<file path="config.mk">
export PLATFORM = sky130hd
export DESIGN_NAME = ehist_regs
export DESIGN_NICKNAME = d
export VERILOG_FILES = /design/src/sv/ehist_pkg.sv /design/src/sv/ehist_regs.sv
export SDC_FILE = /design/constraint.sdc
export NUM_CORES = 1
export LEC_CHECK = 0
export ABC_CLOCK_PERIOD_IN_PS = 1360
export BUFFER_PORTS_ARGS = -buffer_cell sky130_fd_sc_hd__buf_2
export CAP_MARGIN = 30
export CORE_MARGIN = 1.5
export CORE_UTILIZATION = 30
export CTS_CLUSTER_SIZE = 25
export DETAILED_ROUTE_END_ITERATION = 10
export MAX_ROUTING_LAYER = met4
export SLEW_MARGIN = 15
export SYNTH_ARGS = -nofsm -noshare
export SYNTH_HDL_FRONTEND = slang
export SYNTH_SLANG_ARGS = --single-unit
</file>
<file path="constraint.sdc">
create_clock -name clk -period 1.36 [get_ports clk]
set_input_delay 0.272 -clock clk [delete_from_list [all_inputs] [get_ports clk]]
set_output_delay 0.272 -clock clk [all_outputs]
set_load 0.03 [all_outputs]
</file>
<file path="src/sv/ehist_pkg.sv">
package ehist_pkg;

  // fixed field widths
  localparam int BIN_W      = 14;
  localparam int CH_W       = 4;
  localparam int ENA_W      = 16;
  localparam int OUT_CNT_W  = 32;
  localparam int APB_AW     = 3;
  localparam int APB_DW     = 32;

  // enabled channels beyond this count are treated as off
  localparam int NUM_CHANNELS = 16;

  localparam int DEF_BIN_BITS   = 14;
  localparam int DEF_COUNT_BITS = 32;

  // command codes
  localparam logic CMD_HIT  = 1'b0;
  localparam logic CMD_READ = 1'b1;

  // register index, taken from paddr[2]
  localparam logic REG_CUTOFF = 1'b0;
  localparam logic REG_ENABLE = 1'b1;

  localparam logic [BIN_W-1:0] CUTOFF_RST = '0;
  localparam logic [ENA_W-1:0] ENABLE_RST = ENA_W'(1);

  typedef struct packed {
    logic [BIN_W-1:0] min_bin;
    logic [ENA_W-1:0] channel_enable;
  } ehist_cfg_t;

  typedef enum logic {
    ST_CLEAR,
    ST_RUN
  } ehist_state_t;

endpackage

</file>
<file path="src/sv/ehist_regs.sv">
module ehist_regs import ehist_pkg::*; (
  input  logic              clk,
  input  logic              rst_n,
  input  logic              psel,
  input  logic              penable,
  input  logic              pwrite,
  input  logic [APB_AW-1:0] paddr,
  input  logic [APB_DW-1:0] pwdata,
  output logic [APB_DW-1:0] prdata,
  output logic              pready,
  output ehist_cfg_t        cfg
);

  logic [BIN_W-1:0] cutoff_r;
  logic [ENA_W-1:0] enable_r;
  logic             wr_en;
  logic             idx;

  assign pready = 1'b1;
  assign wr_en  = psel && penable && pwrite && pready;
  assign idx    = paddr[2];

  always_ff @(posedge clk) begin
    if (!rst_n) begin
      cutoff_r <= CUTOFF_RST;
      enable_r <= ENABLE_RST;
    end else if (wr_en) begin
      unique case (idx)
        REG_CUTOFF: cutoff_r <= pwdata[BIN_W-1:0];
        REG_ENABLE: enable_r <= pwdata[ENA_W-1:0];
        default: ;
      endcase
    end
  end

  always_comb begin
    unique case (idx)
      REG_CUTOFF: prdata = APB_DW'(cutoff_r);
      REG_ENABLE: prdata = APB_DW'(enable_r);
      default:    prdata = '0;
    endcase
  end

  assign cfg.min_bin        = cutoff_r;
  assign cfg.channel_enable = enable_r;

endmodule

</file>
After elaboration in Yosys (flattened, before gate mapping)

Index checks and enable logic that the tools add are counted.

Mux-type cells: 1
Bitwise operators: 1
Reductions and logical operators: 4

Operators by type and width:

| operator            | count |
|---|---|
| $pmux W32 S2        | 1 |
| $reduce_and A2 Y1   | 2 |
| $logic_and A1 B1 Y1 | 2 |
| $not A1 Y1          | 1 |

Flip-flop bits (word level): 30
Bits of input ports: 40
Word-level logic and storage cells: 8

Longest topological paths before layout

Depth in word-level cells: 3
Depth in mapped cells: 4

Least setup slack after synthesis

No wires, ideal clock.

Path kind: input -> output
Start point: input port paddr[2]
End point: output port prdata[10]
Arrival time: 1.007 ns
Required time: 1.088 ns
Path slack: 0.081 ns
Stages on the path: 3
Buffers on the path: 2
Path through: buf_6 buf_2 mux2_2

Cells in the longest elaborated chain, start to end: 2

Ends and longest elaborated chain:

| element            | line             | text |
|---|---|---|
| start: declaration | ehist_regs.sv:7  | `input logic [APB_AW-1:0] paddr,` |
| $not A1 Y1         | n/a              |  |
| $pmux W32 S2 (*)   | ehist_regs.sv:37 | `unique case (idx)` |
| end: declaration   | ehist_regs.sv:9  | `output logic [APB_DW-1:0] prdata,` |

Mark *: on every way between the ends. The rest lies on a longest branch, timed or not. The select of a mux whose other input is x is not followed.

Worst setup path in the final report

Start point: input port paddr[2]
End point: output port prdata[0]

Same word-level chain as after synthesis.

==> flow_summary.yaml <==
power:
  power.share.clock: 0.369
  p_sw_uw: 540.8
  switching_share: 0.2767
  p_int_mw: 1.414
  comb_power_share: 0.165
  seq_power_share: 0.466
  power_density_nw_per_um2: 985.1
  vdd.ir_drop.worst_mv: 0.4420
  static-leakage-power_nw: 1.107
worst_setup_path:
  r2r_slack_ps: 740
  cp_common_cell: "buf_2"
  worst-path-buf-inv: 3
  critPathRequiredTime_ps: 1090
  endpoint: "prdata[0]"
  crit_type: "input pin to output pin"
  cp.arrival_ps: 1050
  cp.depth: 4
  reg2reg_to: "enable_r[2]"
  endpoint_kind: "output pin"
  reg2regPathDepth: 2
  r2r-start: "enable_r[2]"
  crit_start: "paddr[2]"
  cp_slowest_cell: "mux2_2"
  startpoint_type: "input pin"
  critPathTopFamily: "buffers and inverters"
  crit_chain: "buf_2 > buf_12 > mux2_2 > buf_2"
  max_stage_delay_ps: 330
  crit_fanout: 11
floorplan:
  dieArea_um2: 5399
  ios: 103
  start_util: 0.3134
  die_width_um: 73.48
  core_um2: 4755
  die_y_um: 73.48
  row_count: 25
timing:
  whs_ps: 235.0
  hold_violations: 0
  drv_slew: 0
  fin_crit_ps: 1324
  setup_viol: 0
  clock.fmax_ghz: 0.7555
  fin_tns_setup_ps: 0
  post-route-period-util: 0.9732
  clock_skew_ps: 0
clocking:
  clock_latency_ps: 270
  cts-root-buf: "clkbuf_8"
  post-cts-setup-buffer-count: 0
  tritoncts: "yes"
  clkTransAtPathRegs_ps: 60
  cts_buffer_depth: 2
  h-tree-depth: 2
  clkSinkCount: 30
  numCtsBuffers: 5
final_layout:
  finalInstanceArea_um2: 1984
  drive_above_1_share: 0.4286
  antennaDiodeCount: 0
  nFillCells: 504
  nNetsFinal: 263
  fin_cells: 291
  area_growth_pct: 33.17
synthesis:
  synth_area_um2: 1490
  yosys_warnings: 0
  syn_area_per_cell_um2: 9.676
  yosys_register_bits: 30
  yosysSeqAreaShare: 0.4030
  yosysUniqueCellTypes: 14
  syn_inst: 154
route:
  via_per_inst: 4.076
  routed_wl_um: 3106
  ant_nets: 0
  wl_per_cell_um: 10.67
  vias: 1186
  drc: 0
  drtPass1Iterations: 3
  drtIter0Drc: 54
placed_design:
  dp.cells: 283
  port_buffers: 67
  gp_congestion: 0.7112
  dpl.hpwl_um: 2315
  dpl_cell_area_um2: 1888
worst_hold_path:
  hp-class: "input pin to flop"
  holdPathStages: 3
grt:
  track_usage: 0.1195
  grt_max_degree: 48
  grt_overflow_total: 0
  grt_pass1_wl_um: 4678
  antenna_found_initial: 0
  grt_pass1_vias: 982
run:
  cap_violations: 0
status:
  status: "complete, no violations"
==> cells in the mapped netlist <==
cell | instances | area (um2)
clkbuf_1 | 2 | 7.510
nand4b_4 | 1 | 23.77
nand2_1 | 45 | 168.9
dfxtp_1 | 30 | 600.6
nand4_2 | 1 | 12.51
nor2b_1 | 2 | 12.51
conb_1 | 2 | 7.510
mux2i_1 | 30 | 300.3
and4_1 | 1 | 8.760
buf_2 | 4 | 20.02
mux2_2 | 14 | 157.7
buf_6 | 2 | 22.52
and2_1 | 2 | 12.51
buf_4 | 18 | 135.1
==> per-layer routing <==
layer  up-vias  share of wire  GRT usage
li1        610              -          -
met1       534           0.46     0.1475
met2        40           0.47     0.1802
met3         2          0.058    0.03704
met4         0         0.0077    0.04938
met5         -              0          -
==> layout make-up <==
| class | instances | area [um2] | area share |
|---|---|---|---|
| Clock buffer | 7 | 86.33 | 0.04351 |
| Clock inverter | 1 | 5.005 | 0.002522 |
| Multi-Input combinational cell | 113 | 760.7 | 0.3834 |
| Sequential cell | 30 | 600.6 | 0.3026 |
| Tap cell | 67 | 83.83 | 0.04224 |
| Timing Repair Buffer | 73 | 447.9 | 0.2257 |
==> power groups by stage <==
stage	combinational [mW]	sequential, mW	clock [mW]
4_1_cts	0.326	0.911	0.758
6_report	0.323	0.911	0.721
3_3_place_gp	0.325	0.930	0
2_1_floorplan	0.223	0.968	0
5_1_grt	0.347	0.914	0.801
3_5_place_dp	0.325	0.931	0
==> cells by family after synthesis <==
group,Yosys count,synth area share
simple gates,52,0.1604
mux,44,0.3073
flops,30,0.4030
buf+inv,26,0.1243
other cells,2,0.005040
==> worst min-delay path: cells and delay by family <==
kind	cells	cell delay, ps
buffers and inverters	1	90
multiplexers	1	50
AND/OR/NAND/NOR	1	40
==> flip-flops by register name, indices dropped and copies added (netlist names) <==
signal and cells:
cutoff_r 14, enable_r 16
==> stage by stage <==
step                utilization  setup WS (ps)  power, mW
finish                   0.4174          36.45      1.955
detailed placement       0.3971          26.01      1.256
global route             0.4174         -4.412      2.061
CTS                      0.4163          18.79      1.995
global placement         0.3971          26.52      1.255
floorplan                     -          80.66      1.191
==> timing repair <==
| item | 4_1_cts | 5_1_grt |
|---|---|---|
| hold buffers | 0 | 0 |
| resized for setup | 0 | 4 |
| endpoints found under the setup margin | 0 | 2 |
==> worst min path at each step <==
stage,start,end,slack (ps)
2_1_floorplan,pwdata[0],cutoff_r[0],410
3_3_place_gp,enable_r[15],enable_r[15],450
4_1_cts,pwdata[14],enable_r[14],220
5_1_grt,pwdata[14],enable_r[14],250
6_report,pwdata[14],enable_r[14],230
3_5_place_dp,enable_r[15],enable_r[15],460
==> cell usage in the layout, fill, tap and decap left out <==
| master | n |
|---|---|
| nand4_2 | 1 |
| and4_1 | 1 |
| dfxtp_1 | 30 |
| nor2b_1 | 2 |
| nand4b_4 | 1 |
| clkbuf_1 | 1 |
| conb_1 | 17 |
| mux2i_1 | 30 |
| buf_4 | 3 |
| nand2_1 | 45 |
| clkinv_2 | 1 |
| clkbuf_8 | 6 |
| mux2_2 | 14 |
| and2_1 | 2 |
| buf_12 | 5 |
| buf_2 | 65 |
(Power assumes the default switching activity.)
