### src/sv/ehist_pkg.sv
package ehist_pkg;

  // fixed field widths
  localparam int BIN_W      = 14;
  localparam int CH_W       = 4;
  localparam int ENA_W      = 16;
  localparam int OUT_CNT_W  = 32;
  localparam int APB_AW     = 3;
  localparam int APB_DW     = 32;

  // enabled channels beyond this count are treated as off
  localparam int NUM_CHANNELS = 16;

  localparam int DEF_BIN_BITS   = 14;
  localparam int DEF_COUNT_BITS = 32;

  // command codes
  localparam logic CMD_HIT  = 1'b0;
  localparam logic CMD_READ = 1'b1;

  // register index, taken from paddr[2]
  localparam logic REG_CUTOFF = 1'b0;
  localparam logic REG_ENABLE = 1'b1;

  localparam logic [BIN_W-1:0] CUTOFF_RST = '0;
  localparam logic [ENA_W-1:0] ENABLE_RST = ENA_W'(1);

  typedef struct packed {
    logic [BIN_W-1:0] min_bin;
    logic [ENA_W-1:0] channel_enable;
  } ehist_cfg_t;

  typedef enum logic {
    ST_CLEAR,
    ST_RUN
  } ehist_state_t;

endpackage

### src/sv/ehist_clear.sv
module ehist_clear import ehist_pkg::*; #(
  parameter int AW = DEF_BIN_BITS
) (
  input  logic          clk,
  input  logic          rst_n,
  output logic          busy,
  output logic [AW-1:0] addr
);

  ehist_state_t  state_r, state_nxt;
  logic [AW-1:0] addr_r;
  logic          last;

  assign last = (addr_r == {AW{1'b1}});

  always_ff @(posedge clk) begin
    if (!rst_n) begin
      state_r <= ST_CLEAR;
      addr_r  <= '0;
    end else begin
      state_r <= state_nxt;
      if (state_r == ST_CLEAR) begin
        addr_r <= addr_r + AW'(1);
      end
    end
  end

  always_comb begin
    state_nxt = state_r;
    unique case (state_r)
      ST_CLEAR: if (last) state_nxt = ST_RUN;
      ST_RUN:   state_nxt = ST_RUN;
      default:  state_nxt = ST_CLEAR;
    endcase
  end

  always_comb begin
    unique case (state_r)
      ST_CLEAR: busy = 1'b1;
      ST_RUN:   busy = 1'b0;
      default:  busy = 1'b1;
    endcase
  end

  assign addr = addr_r;

endmodule

### config.mk
export PLATFORM = sky130hd
export DESIGN_NAME = ehist_clear
export DESIGN_NICKNAME = d
export VERILOG_FILES = /design/src/sv/ehist_pkg.sv /design/src/sv/ehist_clear.sv
export SDC_FILE = /design/constraint.sdc
export NUM_CORES = 1
export LEC_CHECK = 0
export BUFFER_PORTS_ARGS = -buffer_cell sky130_fd_sc_hd__buf_4
export CAP_MARGIN = 20
export CORE_UTILIZATION = 45
export DETAILED_ROUTE_END_ITERATION = 8
export GPL_TIMING_DRIVEN = 1
export PLACE_DENSITY = 0.69
export SLEW_MARGIN = 15
export SYNTH_ARGS = -nofsm -noshare
export SYNTH_HDL_FRONTEND = slang
export SYNTH_SLANG_ARGS = --single-unit
export TNS_END_PERCENT = 100
### constraint.sdc
create_clock -name clk -period 2 [get_ports clk]
set_clock_uncertainty 0.1 [all_clocks]
set_input_delay 0.2 -clock clk [delete_from_list [all_inputs] [get_ports clk]]
set_output_delay 0.2 -clock clk [all_outputs]
set_load 0.03 [all_outputs]
### Word-level counts from Yosys, hierarchy flattened

Index checks and enable logic that the tools add are counted.

* $add $sub $neg: 1
* bitwise logic cells: 1
* multiplexer cells: 3
* equality and inequality tests: 1

Operators by type and width (count)
* $add A14 B1 Y14 const B: 1
* $eq A14 B14 Y1 const B: 1
* $pmux W1 S2: 2
* $mux W1: 1
* $not A1 Y1: 1

* bits of input ports: 2
* output and inout port bits: 15
* logic and storage cells: 8
* bits in registers: 15

### Longest topological paths before layout

* depth after elaboration: 3
* depth in mapped cells: 4
* gate-level depth less buffers: 4

### Worst setup path after synthesis

OpenSTA, ideal clock, no wires.

* path kind: register to register
* start: register addr_r[0], in the netlist addr[0]
* end: register addr_r[8], in the netlist addr[8]
* stages on the path, launching flop included: 5
* required time: 1.829 ns
* clock period less this slack: 1.764 ns
* data arrival time: 1.594 ns
* buffers on the path: 0
* setup slack: 0.236 ns
* cell sequence: dfxtp_1 -> ha_1 -> nand4b_4 -> or4_1 -> a21oi_1

* word-level cells in the longest chain between the ends: 1

RTL lines
* start: declaration: RTL line ehist_clear.sv:11 `logic [AW-1:0] addr_r;`
* start signal: assignment: RTL line ehist_clear.sv:23 `addr_r <= addr_r + AW'(1);`
* $add A14 B1 Y14: RTL line ehist_clear.sv:23

No other way between the ends.
A chain may end at the register's enable or synchronous reset.

### Worst setup path in the final report

* start: register addr_r[0], in the netlist addr[0]
* end: register addr_r[10], in the netlist addr[10]

The elaborated chain is that of the path after synthesis.

==> out/qor.log <==
INFO  final_layout   design.final.nets=100
INFO  global_routing grt.met2_usage=24.38%
INFO  route          drt-total-wl=1385µm
INFO  route          first_pass_iters=4
INFO  sta            rsz_0062_raised_after_global_routing=no
INFO  cts            post_cts.resized_instances=0
INFO  global_routing use_met1=23.69%
INFO  cts            cts_inserted_buffers=3
INFO  place          finalWeightedCongestion=0.7118
INFO  sta            final.period_utilization=83.18%
INFO  global_routing grt_max_degree=13
INFO  yosys          synth.top_cells.by_area=dfxtp_1, a21oi_1, mux2i_1
INFO  worst_setup_path arrival=1.78ns
INFO  sta            slew_headroom=77.36%
INFO  yosys          post_synth_mux_area_share=5.604%
INFO  yosys          netlist_area=714.4µm²
INFO  yosys          dominant_combinational_cell_family_by_area_after_synthesis=simple AND/OR/NAND/NOR gates
INFO  yosys          synth_cell_type_count=26
INFO  global_routing total_track_usage=17.67%
INFO  yosys          synth.yosys.warnings=0
INFO  worst_hold_path timing.hold.worst_path_depth=3
INFO  worst_setup_path reg2regPathDepth=4
INFO  cts            clkLatencyLatePin=0.28ns
INFO  route          first_iter_violations=18
INFO  sta            number_of_hold_violations_in_the_final_report=0
INFO  yosys          syn-num-nets=81
INFO  cts            cts.clk_slew.worst_paths=0.09ns
INFO  cts            postCtsHoldBufs=0
INFO  place          dpl_cell_area=839.6µm²
INFO  place          port-buffer-count=16
INFO  global_routing number_of_antenna_violations_at_the_first_check_in_global_routing=0
INFO  worst_hold_path hold_end=addr[13]
INFO  yosys          syn_avg_cell_area=9.159µm²
INFO  worst_setup_path timing_worst_setup_path_type=flop to flop
INFO  run_status     outcome=complete, no violations
INFO  power_and_ir_drop power_leakage=0.3471nW
INFO  final_layout   area_growth_syn_to_fin=21.19%
INFO  final_layout   seqCellArea=300.3µm²
INFO  yosys          syn-instance-count=78
INFO  cts            cts_setup_buffers=0
INFO  floorplanning  die_w=41.85µm
INFO  global_routing globalRoute.totalOverflow=0
INFO  global_routing gr-max-usage-layer=met2
INFO  power_and_ir_drop peakVddDrop=0.3552mV
INFO  sta            final-max-slew-violation-count=0
INFO  worst_setup_path worst-endpoint-required=2.11ns
INFO  final_layout   antenna-diode-count=0
INFO  route          vias_per_cell=5.473
INFO  sta            worst-slew-pin-transition=0.3366ns
INFO  place          dpl.hpwl=956.7µm
INFO  floorplanning  num_io_pins=17
INFO  power_and_ir_drop powerDensity=608.7nW/µm²
INFO  worst_hold_path timing.hold.worst.class=input pin to flop
INFO  global_routing grt_pass1_vias=523
INFO  global_routing grt_first_pass_wirelength=2304µm
INFO  yosys          synth-seq-cells=15
INFO  final_layout   multi_input_logic_area=384.1µm²
INFO  final_layout   design_area=865.8µm²
INFO  cts            cts.sink_count=15
INFO  floorplanning  core_region_area=1489µm²
INFO  cts            clock_tree.buffer_depth=2
INFO  yosys          area_fraction_of_the_dominant_cell_type_after_synthesis=42.03%
INFO  floorplanning  design.die.area=1751µm²
INFO  cts            ctsHtreeMaxLevel=1
INFO  yosys          synth-xor-area-share=3.678%
INFO  job            timing.max_cap.violations=0
INFO  worst_setup_path r2r_slack=0.34ns
INFO  worst_hold_path timing.hold.worst.start=rst_n
INFO  sta            tns=0ns
INFO  final_layout   layout.filler_cells=143
INFO  worst_setup_path crit_path_max_fanout=8
INFO  yosys          seq_area_frac_synth=42.03%
INFO  cts            cts-root-buf=clkbuf_4
INFO  worst_setup_path setup.worst_path.start_class=flop
INFO  final_layout   post-route-util=58.15%
INFO  floorplanning  rows=14
INFO  worst_setup_path r2r_end=addr[10]
INFO  worst_setup_path critical_path.reg2reg.startpoint=addr[0]
INFO  worst_setup_path crit_path_end_kind=flop
INFO  sta            fmax=601.1MHz
INFO  yosys          synth_simple_gate_area_share=30.82%
INFO  sta            post-route-min-period=1.664ns
INFO  route          post_drt_wl_per_cell=12.37µm
INFO  global_routing grtUsageMet3=5.217%
INFO  yosys          area_fraction_in_compound_gates_after_synthesis=11.91%
INFO  cts            clock_tree_from_tritoncts=yes
INFO  yosys          synth.largest_area_cell=dfxtp_1
INFO  route          vias=613
INFO  yosys          synth_adder_area_share=1.751%
INFO  route          drt.antenna.violating_nets=0
INFO  sta            setup_violators_final=0
INFO  route          drc_errors=0
INFO  floorplanning  die_height=41.85µm
INFO  floorplanning  start_util=47.98%
INFO  final_layout   final_layout_size_suffix_gt1_share=23.96%
==> layout make-up <==
type                            instances  area share, %
Tap cell                               16          2.312
Inverter                                4          1.734
Clock buffer                            4          3.035
Timing Repair Buffer                   16          13.87
Multi-Input combinational cell         57          44.36
Sequential cell                        15          34.68
==> kinds of logic after synthesis <==
| logic type | after synthesis |
|---|---|
| and+or+nand+nor | 34 |
| AOI/OAI and AO/OA | 15 |
| DFF | 15 |
| buffers and inverters | 6 |
| muxes | 4 |
| xor gates and xnor gates | 3 |
| adders and majority gates | 1 |
==> metal layers <==
metal | part of all wire, % | up-vias
met2 | 43 | 14
met3 | 4.3 | 4
met1 | 52 | 272
met5 | 0 | -
li1 | - | 323
met4 | 1.5 | 0
==> worst max-delay path: stages (launching register included) <==
cell	delay [ns]
dfxtp_1	0.41
ha_1	0.26
nand4b_4	0.17
or4_1	0.50
a21oi_1	0.15
==> where the power goes <==
group          leakage [nW]  switching, mW  internal, mW
Sequential            0.121        0.00825         0.304
Combinational         0.211         0.0250        0.0156
Clock                0.0150         0.0970        0.0774
==> layout by cell type (no fill, tap or decap), types with 3 or more instances in the layout <==
| cell | Yosys | layout |
|---|---|---|
| o21ai_1 | 3 | 3 |
| nor2_1 | 4 | 4 |
| nand2_1 | 7 | 7 |
| nor4_1 | 3 | 3 |
| or4_1 | 5 | 5 |
| inv_1 | 3 | 3 |
| nand2b_1 | 3 | 3 |
| or3_1 | 3 | 3 |
| o31ai_1 | 4 | 4 |
| a21oi_1 | 8 | 8 |
| dfxtp_1 | 15 | 15 |
| mux2i_1 | 4 | 4 |
| clkbuf_4 | 0 | 3 |
| buf_4 | 0 | 16 |
==> worst max-delay path by stage <==
stage / from / endpoint / slack [ns] / cells past startpoint
floorplan: addr[0] / addr[8] / 0.24 / 4
global placement: addr[1] / addr[10] / 0.42 / 4
detailed placement: addr[1] / addr[8] / 0.37 / 4
CTS: addr[1] / addr[10] / 0.33 / 4
global route: addr[1] / addr[10] / 0.24 / 4
finish: addr[0] / addr[10] / 0.34 / 4
==> cells in the mapped netlist <==
library cell	count
nor4_1	3
ha_1	1
inv_1	3
nand4b_1	1
clkbuf_1	1
nand3b_1	1
inv_2	1
xor2_1	2
nor2b_1	1
nand2b_1	3
or3_1	3
nand2_1	7
buf_6	1
nand4b_4	1
a21oi_1	8
o21ai_1	3
nand3_1	2
nand3_2	1
xnor2_1	1
dfxtp_1	15
or4_1	5
o31ai_1	4
mux2i_1	4
nor2_1	4
nand4_2	1
nand4_1	1
==> stage by stage <==
stage                     total power, mW  hold WS [ns]  setup WS, ns  instances
after floorplan                    0.3442        0.2205        0.2357         78
after CTS                          0.5371       0.09346        0.3279        112
after global routing               0.5587       0.08961        0.2436        112
after detailed placement           0.3598        0.3793        0.3666        108
final                              0.5270        0.1016        0.3364        112
after global placement             0.3588        0.3683        0.4243        108
==> registers in the layout (all words and copies together), names as in the netlist <==
register,flops
state_r,1
addr,14
Power figures use the tool's default switching activity.
